<file path="src/rtl/ckcr_div.sv">
// Pipelined restoring divider, one quotient bit per stage.
// Quotient must fit QW bits for a valid result. No dependencies.
module ckcr_div #(
    parameter int NUM_W = 28,
    parameter int DIV_W = 13,
    parameter int QW    = 13
) (
    input  logic             i_clk,
    input  logic             i_en,
    input  logic [NUM_W-1:0] i_num,
    input  logic [DIV_W-1:0] i_den,
    output logic [QW-1:0]    o_quo
);
    localparam int RW = DIV_W + 1;

    logic [RW-1:0] p_rem [0:QW-1];
    logic [QW-1:0] p_num [0:QW-1];
    logic [QW-1:0] p_quo [0:QW-1];
    logic [RW-1:0] r_rem [1:QW-1];
    logic [QW-1:0] r_num [1:QW-1];
    logic [QW-1:0] r_quo [1:QW];

    // upper numerator bits seed the partial remainder
    assign p_rem[0] = RW'(i_num >> QW);
    assign p_num[0] = i_num[QW-1:0];
    assign p_quo[0] = '0;

    for (genvar k = 0; k < QW; k++) begin : g_stage
        logic [RW-1:0] trial;
        logic          ge;

        if (k > 0) begin : g_link
            assign p_rem[k] = r_rem[k];
            assign p_num[k] = r_num[k];
            assign p_quo[k] = r_quo[k];
        end

        assign trial = {p_rem[k][RW-2:0], p_num[k][QW-1-k]};
        assign ge    = trial >= {1'b0, i_den};

        always_ff @(posedge i_clk) begin
            if (i_en) begin
                r_quo[k+1] <= {p_quo[k][QW-2:0], ge};
            end
        end

        // remainder and numerator bits only travel on to a later stage
        if (k < QW - 1) begin : g_carry
            always_ff @(posedge i_clk) begin
                if (i_en) begin
                    r_rem[k+1] <= ge ? (trial - {1'b0, i_den}) : trial;
                    r_num[k+1] <= p_num[k];
                end
            end
        end
    end

    assign o_quo = r_quo[QW];
endmodule

</file>
<file path="config.mk">
export PLATFORM = sky130hd
export DESIGN_NAME = ckcr_div
export DESIGN_NICKNAME = d
export VERILOG_FILES = /design/src/rtl/ckcr_div.sv
export SDC_FILE = /design/constraint.sdc
export NUM_CORES = 1
export LEC_CHECK = 0
export ABC_CLOCK_PERIOD_IN_PS = 3000
export BUFFER_PORTS_ARGS = -buffer_cell sky130_fd_sc_hd__buf_2
export CAP_MARGIN = 20
export CORE_MARGIN = 1
export CORE_UTILIZATION = 50
export DETAILED_ROUTE_END_ITERATION = 12
export PLACE_DENSITY = 0.69
export SYNTH_ARGS = -nofsm -noshare
export SYNTH_HDL_FRONTEND = slang
export SYNTH_SLANG_ARGS = --single-unit
</file>
<file path="constraint.sdc">
create_clock -name i_clk -period 3 [get_ports i_clk]
set_clock_uncertainty 0.2 [all_clocks]
set_input_delay 0.6 -clock i_clk [delete_from_list [all_inputs] [get_ports i_clk]]
set_output_delay 0.6 -clock i_clk [all_outputs]
set_load 0.02 [all_outputs]
</file>
==> results.py <==
metrics = {
    "grt": {
        "grt_first_pass_wirelength_um": 75400,
        "antenna_found_initial": 0,
        "grt_start_max_net_pins": 62,
        "grt.total_usage_pct": 23.6,
        "first_global_vias": 14900,
        "overflow": 0,
    },
    "layout": {
        "finish.utilization_pct": 64.9,
        "drive_above_1_share_pct": 31.3,
        "filler_cell_count": 2939,
        "mostFrequentLayoutCell": "sky130_fd_sc_hd__buf_4",
        "multi_input_comb_area_mm2": 0.00966,
        "area.growth.synth_to_final_pct": 27.9,
        "finalNetCount": 2315,
        "sequential_cell_area_mm2": 0.00976,
        "layout.cells.most_common_list": "sky130_fd_sc_hd__buf_4 (362), sky130_fd_sc_hd__edfxtp_1 (325), sky130_fd_sc_hd__ha_1 (160)",
        "final_cell_area_mm2": 0.0252,
        "antenna_cells_inserted": 0,
    },
    "clock_tree": {
        "clk_pin_slew_worst_paths_ns": 0.06,
        "clock_latency_ns": 0.56,
        "clock_tree.root_cell": "sky130_fd_sc_hd__clkbuf_16",
        "tritoncts": "done",
        "clock_tree.buffer_depth": 3,
        "h-tree-depth": 2,
        "tritoncts.num_buffers": 37,
        "cts.sinks": 325,
    },
    "timing": {
        "grt_setup_unrepaired": "true",
        "slew_headroom_pct": 64.0,
        "maxSlewViolCount": 0,
        "setup_slack_ns": 0.0385,
        "tightestPinTransition_ns": 0.539,
        "hold_slack_ns": 0.0277,
        "timing_hold_violations_final": 0,
        "final_period_minus_worst_setup_slack_ns": 2.96,
        "layout_worst_path_cycle_share_pct": 98.7,
        "fmax_mhz": 338,
        "finalSetupViolCount": 0,
    },
    "detailed_routing": {
        "drt-wirelength-per-cell_um": 17.7,
        "ant_nets": 0,
        "drt_first_iter_violations": 856,
        "detail_route.vias_per_cell": 5.58,
        "num_vias": 14700,
        "firstDrtPassIters": 5,
        "finalWirelength_um": 46600,
        "drc": 0,
    },
    "synthesis": {
        "synth.area.top_cells": "sky130_fd_sc_hd__edfxtp_1 (50%), sky130_fd_sc_hd__ha_1 (11%), sky130_fd_sc_hd__mux2_2 (6.3%), sky130_fd_sc_hd__a21oi_1 (2.8%), sky130_fd_sc_hd__o21ai_0 (2.3%)",
        "post-synth-top-area-cell": "sky130_fd_sc_hd__edfxtp_1",
        "ys_seq_elements": 325,
        "synth.net_count": 1853,
        "synth-edff-count": 325,
        "synth-async-reset-ratio_pct": 0,
        "number_of_instances_in_the_synthesized_netlist": 1629,
        "post_synthesis_instance_area_mm2": 0.0197,
        "ys_dominant_reg_cell": "sky130_fd_sc_hd__edfxtp_1",
        "synth_cell_type_count": 76,
        "yosys_warnings": 0,
        "synth_sequential_area_ratio_pct": 49.6,
        "synth.avg_cell_area_um2": 12.1,
        "synthDominantCellAreaShare_pct": 49.6,
    },
    "critical_path": {
        "timing.critical_path.required_ns": 3.11,
        "r2r_cells": 10,
        "path_max_fanout": 6,
        "cp-start-kind": "register",
        "critPathKind": "reg -> reg",
        "cp-endpoint": "r_rem[0][31]$_DFFE_PP_",
        "r2r-end": "r_rem[0][31]$_DFFE_PP_",
        "crit_start": "r_num[0][24]$_DFFE_PP_",
        "r2r_start": "r_num[0][24]$_DFFE_PP_",
        "ff2ff_setup_slack_ns": 0.04,
        "timing.critical_path.arrival_ns": 3.07,
        "worstSetupEndpointType": "register",
    },
    "pwr": {
        "vdd_drop_max_uv": 592,
        "seq_power_share_pct": 30.3,
        "internal_power_mw": 16.7,
        "powerDensity_mw_per_mm2": 1000,
        "p_comb_share_pct": 51.4,
        "design_power_total_mw": 25.2,
        "clockPowerShare_pct": 18.4,
        "switching_share_pct": 33.9,
        "leakage_nw": 10.4,
        "switching_power_mw": 8.53,
    },
    "die": {
        "rows": 72,
        "floorplan.die_area_mm2": 0.0401,
        "die_h_um": 200,
        "floorplan.initialDensity_pct": 50.8,
        "chipWidth_um": 200,
        "ios": 56,
        "coreArea_mm2": 0.0387,
    },
    "placed_design": {
        "placed_cell_area_mm2": 0.0236,
        "hpwlAfterDp_um": 34800,
        "routabilityCongestion": 0.899,
        "port_buffers": 53,
        "pre_cts_ws_ns": -0.621,
    },
    "worst_hold_path": {
        "hold_path.class": "in -> reg",
    },
    "run_status": {
        "run_status": "finished, final reports clean",
    },
    "flow_run": {
        "timing.max_cap.violations": 0,
    },
}
==> stage by stage <==
step / cells / TNS [ns]
CTS: 2623 / 0
global route: 2633 / -0.0245
detailed placement: 2550 / -66.31
floorplan: 1629 / -7.73
finish: 2633 / 0
global placement: 2550 / -58.74
==> sequential cells by signal (all words and copies together), names as in the netlist <==
signal and cells:
r_num 78, r_quo 91, r_rem 156
==> cells by family (layout without fill, tap and decap cells) <==
family | Yosys count | count (layout) | synth area share, %
adder cells (fa/ha/maj) | 181 | 181 | 12.0
AO/OA/AOI/OAI | 435 | 435 | 14.8
multiplexers | 150 | 150 | 8.52
AND/OR/NAND/NOR | 352 | 352 | 9.10
buffers and inverters | 98 | 584 | 2.11
XOR/XNOR | 88 | 88 | 3.92
flip-flops | 325 | 325 | 49.6
==> worst max-delay path, cell delays in order (launching register included) <==
cell and delay, ns:
sky130_fd_sc_hd__edfxtp_1 0.34, sky130_fd_sc_hd__inv_2 0.05, sky130_fd_sc_hd__ha_4 0.16, sky130_fd_sc_hd__fa_2 0.33, sky130_fd_sc_hd__a21bo_2 0.20, sky130_fd_sc_hd__a21o_1 0.16
sky130_fd_sc_hd__a2111oi_4 0.09, sky130_fd_sc_hd__o2111a_1 0.28, sky130_fd_sc_hd__a311oi_4 0.36, sky130_fd_sc_hd__clkbuf_16 0.23, sky130_fd_sc_hd__mux2_2 0.33
==> power groups by stage <==
stage	sequential [mW]	combinational [mW]	clock (mW)
6_report	7.62	12.9	4.63
5_1_grt	7.73	14.3	4.92
4_1_cts	7.64	12.7	4.73
3_5_place_dp	7.72	12.5	0
3_3_place_gp	7.71	12.2	0
2_1_floorplan	7.34	8.29	0
==> how the worst min path moves through the flow <==
stage | cells after the start | slack (ns) | start | to
2_1_floorplan | 0 | 0.20 | r_num[0][91]$_DFFE_PP_ | r_num[0][104]$_DFFE_PP_
3_3_place_gp | 0 | 0.20 | r_quo[0][41]$_DFFE_PP_ | r_quo[1][3]$_DFFE_PP_
3_5_place_dp | 0 | 0.20 | r_num[0][92]$_DFFE_PP_ | r_num[0][105]$_DFFE_PP_
4_1_cts | 1 | 0.00006 | i_num[1] | r_num[0][14]$_DFFE_PP_
5_1_grt | 1 | 0.002 | i_num[1] | r_num[0][14]$_DFFE_PP_
6_report | 1 | 0.03 | i_num[4] | r_num[0][17]$_DFFE_PP_
==> per-layer routing <==
layer	GRT usage [%]	share of wire, %
met1	29.2	43
met2	41.8	50
met3	3.25	3.7
met4	8.70	2.9
met5	0	0
==> timing repair <==
| item | CTS | global route |
|---|---|---|
| cloned | 0 | 4 |
| endpoints found under the hold margin | 9 | 0 |
| hold buffers | 9 | 0 |
| pin swaps | 1 | 6 |
| gates resized for setup | 3 | 28 |
| setup buffers | 1 | 6 |
| setup endpoints to repair | 33 | 96 |
==> synth_stat cells, types with 6 or more instances <==
cell type / count
sky130_fd_sc_hd__ha_1: 169
sky130_fd_sc_hd__a21oi_1: 110
sky130_fd_sc_hd__nand2b_1: 13
sky130_fd_sc_hd__o31a_1: 19
sky130_fd_sc_hd__o21ai_0: 91
sky130_fd_sc_hd__xor2_1: 38
sky130_fd_sc_hd__nor2b_1: 40
sky130_fd_sc_hd__nor3_1: 31
sky130_fd_sc_hd__o21a_1: 47
sky130_fd_sc_hd__buf_2: 10
sky130_fd_sc_hd__a211oi_1: 21
sky130_fd_sc_hd__a211o_1: 9
sky130_fd_sc_hd__and3_1: 8
sky130_fd_sc_hd__nor3b_1: 11
sky130_fd_sc_hd__inv_1: 71
sky130_fd_sc_hd__fa_1: 12
sky130_fd_sc_hd__nand2_1: 59
sky130_fd_sc_hd__edfxtp_1: 325
sky130_fd_sc_hd__nand3_1: 25
sky130_fd_sc_hd__mux2_4: 7
sky130_fd_sc_hd__or2_2: 9
sky130_fd_sc_hd__nor2_1: 102
sky130_fd_sc_hd__o21bai_1: 6
sky130_fd_sc_hd__clkbuf_1: 12
sky130_fd_sc_hd__nand4_1: 22
sky130_fd_sc_hd__o31ai_1: 14
sky130_fd_sc_hd__xnor2_1: 50
sky130_fd_sc_hd__mux2_2: 110
sky130_fd_sc_hd__o211ai_1: 9
sky130_fd_sc_hd__or3_1: 8
sky130_fd_sc_hd__a31oi_1: 10
sky130_fd_sc_hd__a21o_1: 35
sky130_fd_sc_hd__mux2i_1: 32
==> layout make-up <==
| class | instances | area share (%) |
|---|---|---|
| Clock buffer | 42 | 3.76 |
| Multi-Input combinational cell | 1206 | 38.4 |
| Timing Repair inverter | 2 | 0.0597 |
| Timing Repair Buffer | 448 | 14.2 |
| Sequential cell | 325 | 38.8 |
| Inverter | 71 | 1.19 |
| Clock inverter | 21 | 1.09 |
| Tap cell | 518 | 2.58 |
Note: power is estimated with default switching activity, not from simulation.
