==> src/rtl/ckcr_pkg.sv <==
// Package for the chroma key color replace block: widths, register codes,
// CORDIC arctangent table. No dependencies.
package ckcr_pkg;

    localparam int ANGLE_BITS_DEF = 16;
    localparam int PIX_W          = 16;   // pixel field width
    localparam int REG_W          = 13;   // key/target register width
    localparam int TOL_W          = 9;    // tolerance register width
    localparam int CFG_IDX_W      = 3;
    localparam int QUO_W          = 13;   // quotient bits of both dividers
    localparam int ANG_W          = 32;   // angle accumulator, 2^32 = full turn
    localparam int CORDIC_W       = 31;   // CORDIC x/y datapath width
    localparam int WEIGHT_ONE     = 4096;

    typedef enum logic [CFG_IDX_W-1:0] {
        CFG_KEY_CB      = 3'd0,
        CFG_KEY_CR      = 3'd1,
        CFG_KEY_LUMA    = 3'd2,
        CFG_TARGET_CB   = 3'd3,
        CFG_TARGET_CR   = 3'd4,
        CFG_TARGET_LUMA = 3'd5,
        CFG_HUE_TOL     = 3'd6,
        CFG_SAT_TOL     = 3'd7
    } t_cfg_reg;

    // atan(2^-i) in units where 2^32 is a full turn
    function automatic logic [ANG_W-1:0] atan_turn(input int idx);
        logic [ANG_W-1:0] v;
        begin
            case (idx)
                0:  v = 32'd536870912;
                1:  v = 32'd316933406;
                2:  v = 32'd167458907;
                3:  v = 32'd85004756;
                4:  v = 32'd42667331;
                5:  v = 32'd21354465;
                6:  v = 32'd10679838;
                7:  v = 32'd5340245;
                8:  v = 32'd2670163;
                9:  v = 32'd1335087;
                10: v = 32'd667544;
                11: v = 32'd333772;
                12: v = 32'd166886;
                13: v = 32'd83443;
                14: v = 32'd41722;
                15: v = 32'd20861;
                16: v = 32'd10430;
                17: v = 32'd5215;
                18: v = 32'd2608;
                19: v = 32'd1304;
                20: v = 32'd652;
                21: v = 32'd326;
                default: v = '0;
            endcase
            return v;
        end
    endfunction

endpackage

==> src/rtl/ckcr_cordic.sv <==
// Pipelined vectoring CORDIC: angle of (x, y), one iteration per stage.
// Depends on ckcr_pkg (widths, arctangent table).
module ckcr_cordic #(
    parameter int ITER = ckcr_pkg::ANGLE_BITS_DEF
) (
    input  logic                                i_clk,
    input  logic                                i_en,
    input  logic signed [ckcr_pkg::PIX_W-1:0]   i_x,
    input  logic signed [ckcr_pkg::PIX_W-1:0]   i_y,
    output logic [ckcr_pkg::ANG_W-1:0]          o_angle
);
    localparam int AW    = ckcr_pkg::CORDIC_W;
    localparam int ZW    = ckcr_pkg::ANG_W;
    localparam int SHIFT = ZW - ITER;
    localparam logic [ZW-1:0] HALF = ZW'(1) << (SHIFT - 1);
    localparam logic [ZW-1:0] KEEP = ~((ZW'(1) << SHIFT) - ZW'(1));

    logic signed [AW-1:0] r_a    [0:ITER-1];
    logic signed [AW-1:0] r_b    [0:ITER-1];
    logic [ZW-1:0]        r_z    [0:ITER];
    logic                 r_zero [0:ITER];
    logic [ZW-1:0]        r_angle;

    logic signed [AW-1:0] n_a, n_b;
    logic [ZW-1:0]        n_z;

    // scale by 4096; left half plane turned by a half turn
    always_comb begin
        n_a = {{(AW-ckcr_pkg::PIX_W-12){i_x[ckcr_pkg::PIX_W-1]}}, i_x, 12'd0};
        n_b = {{(AW-ckcr_pkg::PIX_W-12){i_y[ckcr_pkg::PIX_W-1]}}, i_y, 12'd0};
        n_z = '0;
        if (i_x[ckcr_pkg::PIX_W-1]) begin
            n_a = -n_a;
            n_b = -n_b;
            n_z = {1'b1, {(ZW-1){1'b0}}};
        end
    end

    always_ff @(posedge i_clk) begin
        if (i_en) begin
            r_a[0]    <= n_a;
            r_b[0]    <= n_b;
            r_z[0]    <= n_z;
            r_zero[0] <= (i_x == '0) && (i_y == '0);
        end
    end

    // one micro-rotation per stage, driving y toward zero
    for (genvar i = 0; i < ITER; i++) begin : g_iter
        always_ff @(posedge i_clk) begin
            if (i_en) begin
                r_zero[i+1] <= r_zero[i];
                if (!r_b[i][AW-1]) begin
                    r_z[i+1] <= r_z[i] + ckcr_pkg::atan_turn(i);
                end else begin
                    r_z[i+1] <= r_z[i] - ckcr_pkg::atan_turn(i);
                end
            end
        end

        // the last iteration only needs the direction, not the new x/y
        if (i < ITER - 1) begin : g_xy
            always_ff @(posedge i_clk) begin
                if (i_en) begin
                    if (!r_b[i][AW-1]) begin
                        r_a[i+1] <= r_a[i] + (r_b[i] >>> i);
                        r_b[i+1] <= r_b[i] - (r_a[i] >>> i);
                    end else begin
                        r_a[i+1] <= r_a[i] - (r_b[i] >>> i);
                        r_b[i+1] <= r_b[i] + (r_a[i] >>> i);
                    end
                end
            end
        end
    end

    // round half up to ITER bits of a turn
    always_ff @(posedge i_clk) begin
        if (i_en) begin
            r_angle <= r_zero[ITER] ? '0 : ((r_z[ITER] + HALF) & KEEP);
        end
    end

    assign o_angle = r_angle;
endmodule

==> config.mk <==
export PLATFORM = sky130hd
export DESIGN_NAME = ckcr_cordic
export DESIGN_NICKNAME = d
export VERILOG_FILES = /design/src/rtl/ckcr_pkg.sv /design/src/rtl/ckcr_cordic.sv
export SDC_FILE = /design/constraint.sdc
export NUM_CORES = 2
export LEC_CHECK = 0
export BUFFER_PORTS_ARGS = -buffer_cell sky130_fd_sc_hd__clkbuf_2
export CAP_MARGIN = 15
export CORE_AREA = 2 2 443 445
export CTS_BUF_LIST = sky130_fd_sc_hd__clkbuf_16
export DETAILED_ROUTE_END_ITERATION = 8
export DIE_AREA = 0 0 445 447
export PLACE_DENSITY = 0.72
export SLEW_MARGIN = 20
export SYNTH_ARGS = -nofsm -noshare
export SYNTH_HDL_FRONTEND = slang
export SYNTH_SLANG_ARGS = --single-unit
==> constraint.sdc <==
create_clock -name i_clk -period 12.3 [get_ports i_clk]
set_input_delay 3.69 -clock i_clk [delete_from_list [all_inputs] [get_ports i_clk]]
set_output_delay 3.69 -clock i_clk [all_outputs]
set_load 0.05 [all_outputs]
==> summary.txt <==
Run status
  – Run status: complete, no violations

Synthesis
  – FFs w/ async S/R, synth: 0%
  – Post-Syn Area per Cell: 9.667 sq um
  – Adder-cell share of the synthesized area: 15.75%
  – Multiplexer share of the synthesized area: 0.5122%
  – EDFF count, synth: 1267
  – Fraction of the mapped netlist area in simple logic gates: 13.46%
  – Post-synthesis xor/xnor area fraction: 12.93%
  – Cell area after synthesis: 106000 sq um
  – Post-synth top area share: 35.89%
  – Synth Area in Compound Gates: 19.05%
  – Synth unique cells: 89
  – Leading area contributor after synthesis: edfxtp_1
  – Synth warn: 0
  – Mapped Cells: 10967
  – Seq/Total Area, Yosys: 35.89%
  – Synth area leaders: edfxtp_1 36%, ha_1 15%, xnor2_1 8.2%
  – Largest family of logic cells by synthesized area: compound AO/OA/AOI/OAI gates
  – Synthesized flop and latch total: 1267
  – Post-synth top flop: edfxtp_1

Min path
  – Hold/Removal Path Class: reg -> reg
  – Hold path cells: 0
  – Hold Crit Start: r_zero[0][1]

Clock network
  – Post-CTS Setup Inserts: 0
  – Number of gates resized after cts: 0
  – TritonCTS Sinks: 1267
  – Clk buf depth: 3
  – Clock Pin Slew Worst Setup and Hold Paths: 0.06 ns
  – H-tree depth: 4
  – Hold_buf cts: 0
  – Total CTS buffers: 150
  – CTS tree: yes
  – Clk Latency, worst-skew pair: 0.81 ns
  – Root Buffer: clkbuf_16

Placed design
  – Gpl congestion: 0.9717
  – Post-DP HPWL: 201.3 mm
  – Port bufs: 49
  – Placed Cells: 13413

Floorplan
  – # IOs: 66
  – DIE WIDTH: 445 um
  – Initial Utilization: 54.60%
  – Die height: 447 um
  – Core area: 194200 sq um
  – Placement Rows: 162
  – Total die area: 198900 sq um

Finish
  – Layout Nets: 12372
  – Ratio of cells with drive above 1 in the final layout: 3.664%
  – Final Util: 58.68%
  – Most common cell after layout, fill and taps aside: ha_1
  – Finished Layout Cells: 13681
  – Layout area overhead: 7.483%
  – Most frequent cells in the layout: 1282 x ha_1, 1267 x edfxtp_1, 1023 x a21oi_1

Critical path
  – CP most frequent cell: buf_4
  – Slowest CP cell: clkinv_1
  – Critical path origin: i_en
  – Worst path max stage delay: 0.77 ns
  – CP Depth: 19
  – Crit Reg-Reg Startpoint: r_b[1][123]
  – Worst Path Required: 12.85 ns
  – Crit end category: flip-flop
  – CP Buf/Inv Count: 5
  – Family with the most delay on the worst path: compound AO/OA/AOI/OAI gates
  – CP Cell Sequence: buf_12 > buf_4 > nand2_1 > buf_4 > clkinv_1 > buf_4 > a21oi_1 > xnor2_1 > ha_1 > nor2b_1 > a21boi_1 > o31a_1 > o21ai_1 > a311oi_1 > o41ai_1 > o21ai_1 > a21o_1 > a21oi_1 > xnor2_1
  – Critical Path Fanout Max: 40
  – R2R cell count: 19
  – Startpoint types: input pin
  – Crit Path Category: in -> reg
  – Arrival @ worst endpoint: 9.08 ns

Timing
  – Period utilization: 69.33%
  – Max Clock Freq: 117.3 MHz
  – Total negative slack: 0 ns
  – Hold WS: 0.4182 ns
  – Tightest Pin Transition: 1.124 ns
  – Unrepaired setup endpoints after global routing: false
  – Rel. slew slack: 24.60%
  – Hold Fails Final Rpt: 0
  – Period minus WS final: 8.527 ns
  – Clock Skew: 0.03329 ns
  – Final setup violation count: 0
  – Final Max Slew Viols: 0

GRT
  – GRT Resource Usage Total: 25.35%
  – Total gr overflow: 0
  – First-pass GRT wire length: 413.8 mm
  – Number of antenna violations at the first check in global routing: 5
  – Via count of the first global-routing pass: 79857
  – Largest net degree at the start of global routing: 156

Drt
  – DR iter-0 viols: 6662
  – Vias per cell: 6.075
  – Drt pass-1 iters: 6
  – Routed WL: 258.1 mm
  – WL/cell: 18.86 um
  – Vias: 83107
  – Number of remaining DRC errors: 0
  – Post-DRT Antenna Nets: 0

Run
  – Max-Cap Viols: 0
-- stage by stage --
stage	worst slack [ns]	cell area, sq um
CTS	3.973	113900
floorplan	3.763	106100
global route	3.450	113900
detailed placement	3.130	109100
global placement	3.057	109100
finish	3.773	114000
-- logic make-up (layout without fill, tap and decap cells) --
family / Yosys count / after routing
and+or+nand+nor: 2917 / 2917
AOI/OAI and AO/OA: 3187 / 3187
muxes: 52 / 52
adders and majority gates: 1315 / 1315
DFF: 1267 / 1267
buffers and inverters: 663 / 814
other: 1 / 22
xor gates and xnor gates: 1565 / 1565
-- worst paths after layout --
path	endpoint	slack, ns
min	r_zero[0][2]	0.42
min reg2reg	r_zero[0][2]	0.42
max reg2reg	r_b[1][153]	6.30
max	r_a[1][61]	3.77
-- area by class of cell --
cell class | count | area [sq um]
diodes | 3 | 7.507
clock buffers | 156 | 3904
flip-flops and latches | 1267 | 38050
inverters | 448 | 1682
fillers | 16401 | 80230
clock inverters | 109 | 973.4
multi-input cells | 9055 | 65490
well taps | 2542 | 3181
repair buffers | 101 | 663.1
-- state kept, by name, indices dropped and copies added, names as in the netlist --
signal,flops
r_z,426
r_a,394
r_zero,17
o_angle,16
r_b,414
-- cells in the mapped netlist (all sizes together) (30+ instances only) --
library cell,count
a211o,32
a211oi,72
a21boi,53
a21o,521
a21oi,1024
a221oi,35
a31oi,87
and2,51
and3,97
buf,39
clkbuf,176
edfxtp,1267
fa,33
ha,1282
inv,442
mux2i,34
nand2,642
nand2b,265
nand3,167
nand4,81
nor2,843
nor2b,201
nor3,241
nor3b,30
nor4,65
o21a,139
o21ai,643
o21bai,127
o31ai,133
o41ai,72
or2,46
or3,76
or4,50
xnor2,994
xor2,571
-- routing by layer --
| metal | up-vias | wire [um] | GRT usage [%] |
|---|---|---|---|
| li1 | 40567 | - | - |
| met1 | 39640 | 113300 | 33.44 |
| met2 | 2354 | 120600 | 42.20 |
| met3 | 544 | 14710 | 3.498 |
| met4 | 2 | 9432 | 9.847 |
| met5 | - | 13 | 0 |
Power is not shown: default switching activity piles up to over one toggle a cycle in this logic, so the estimate is an artifact.
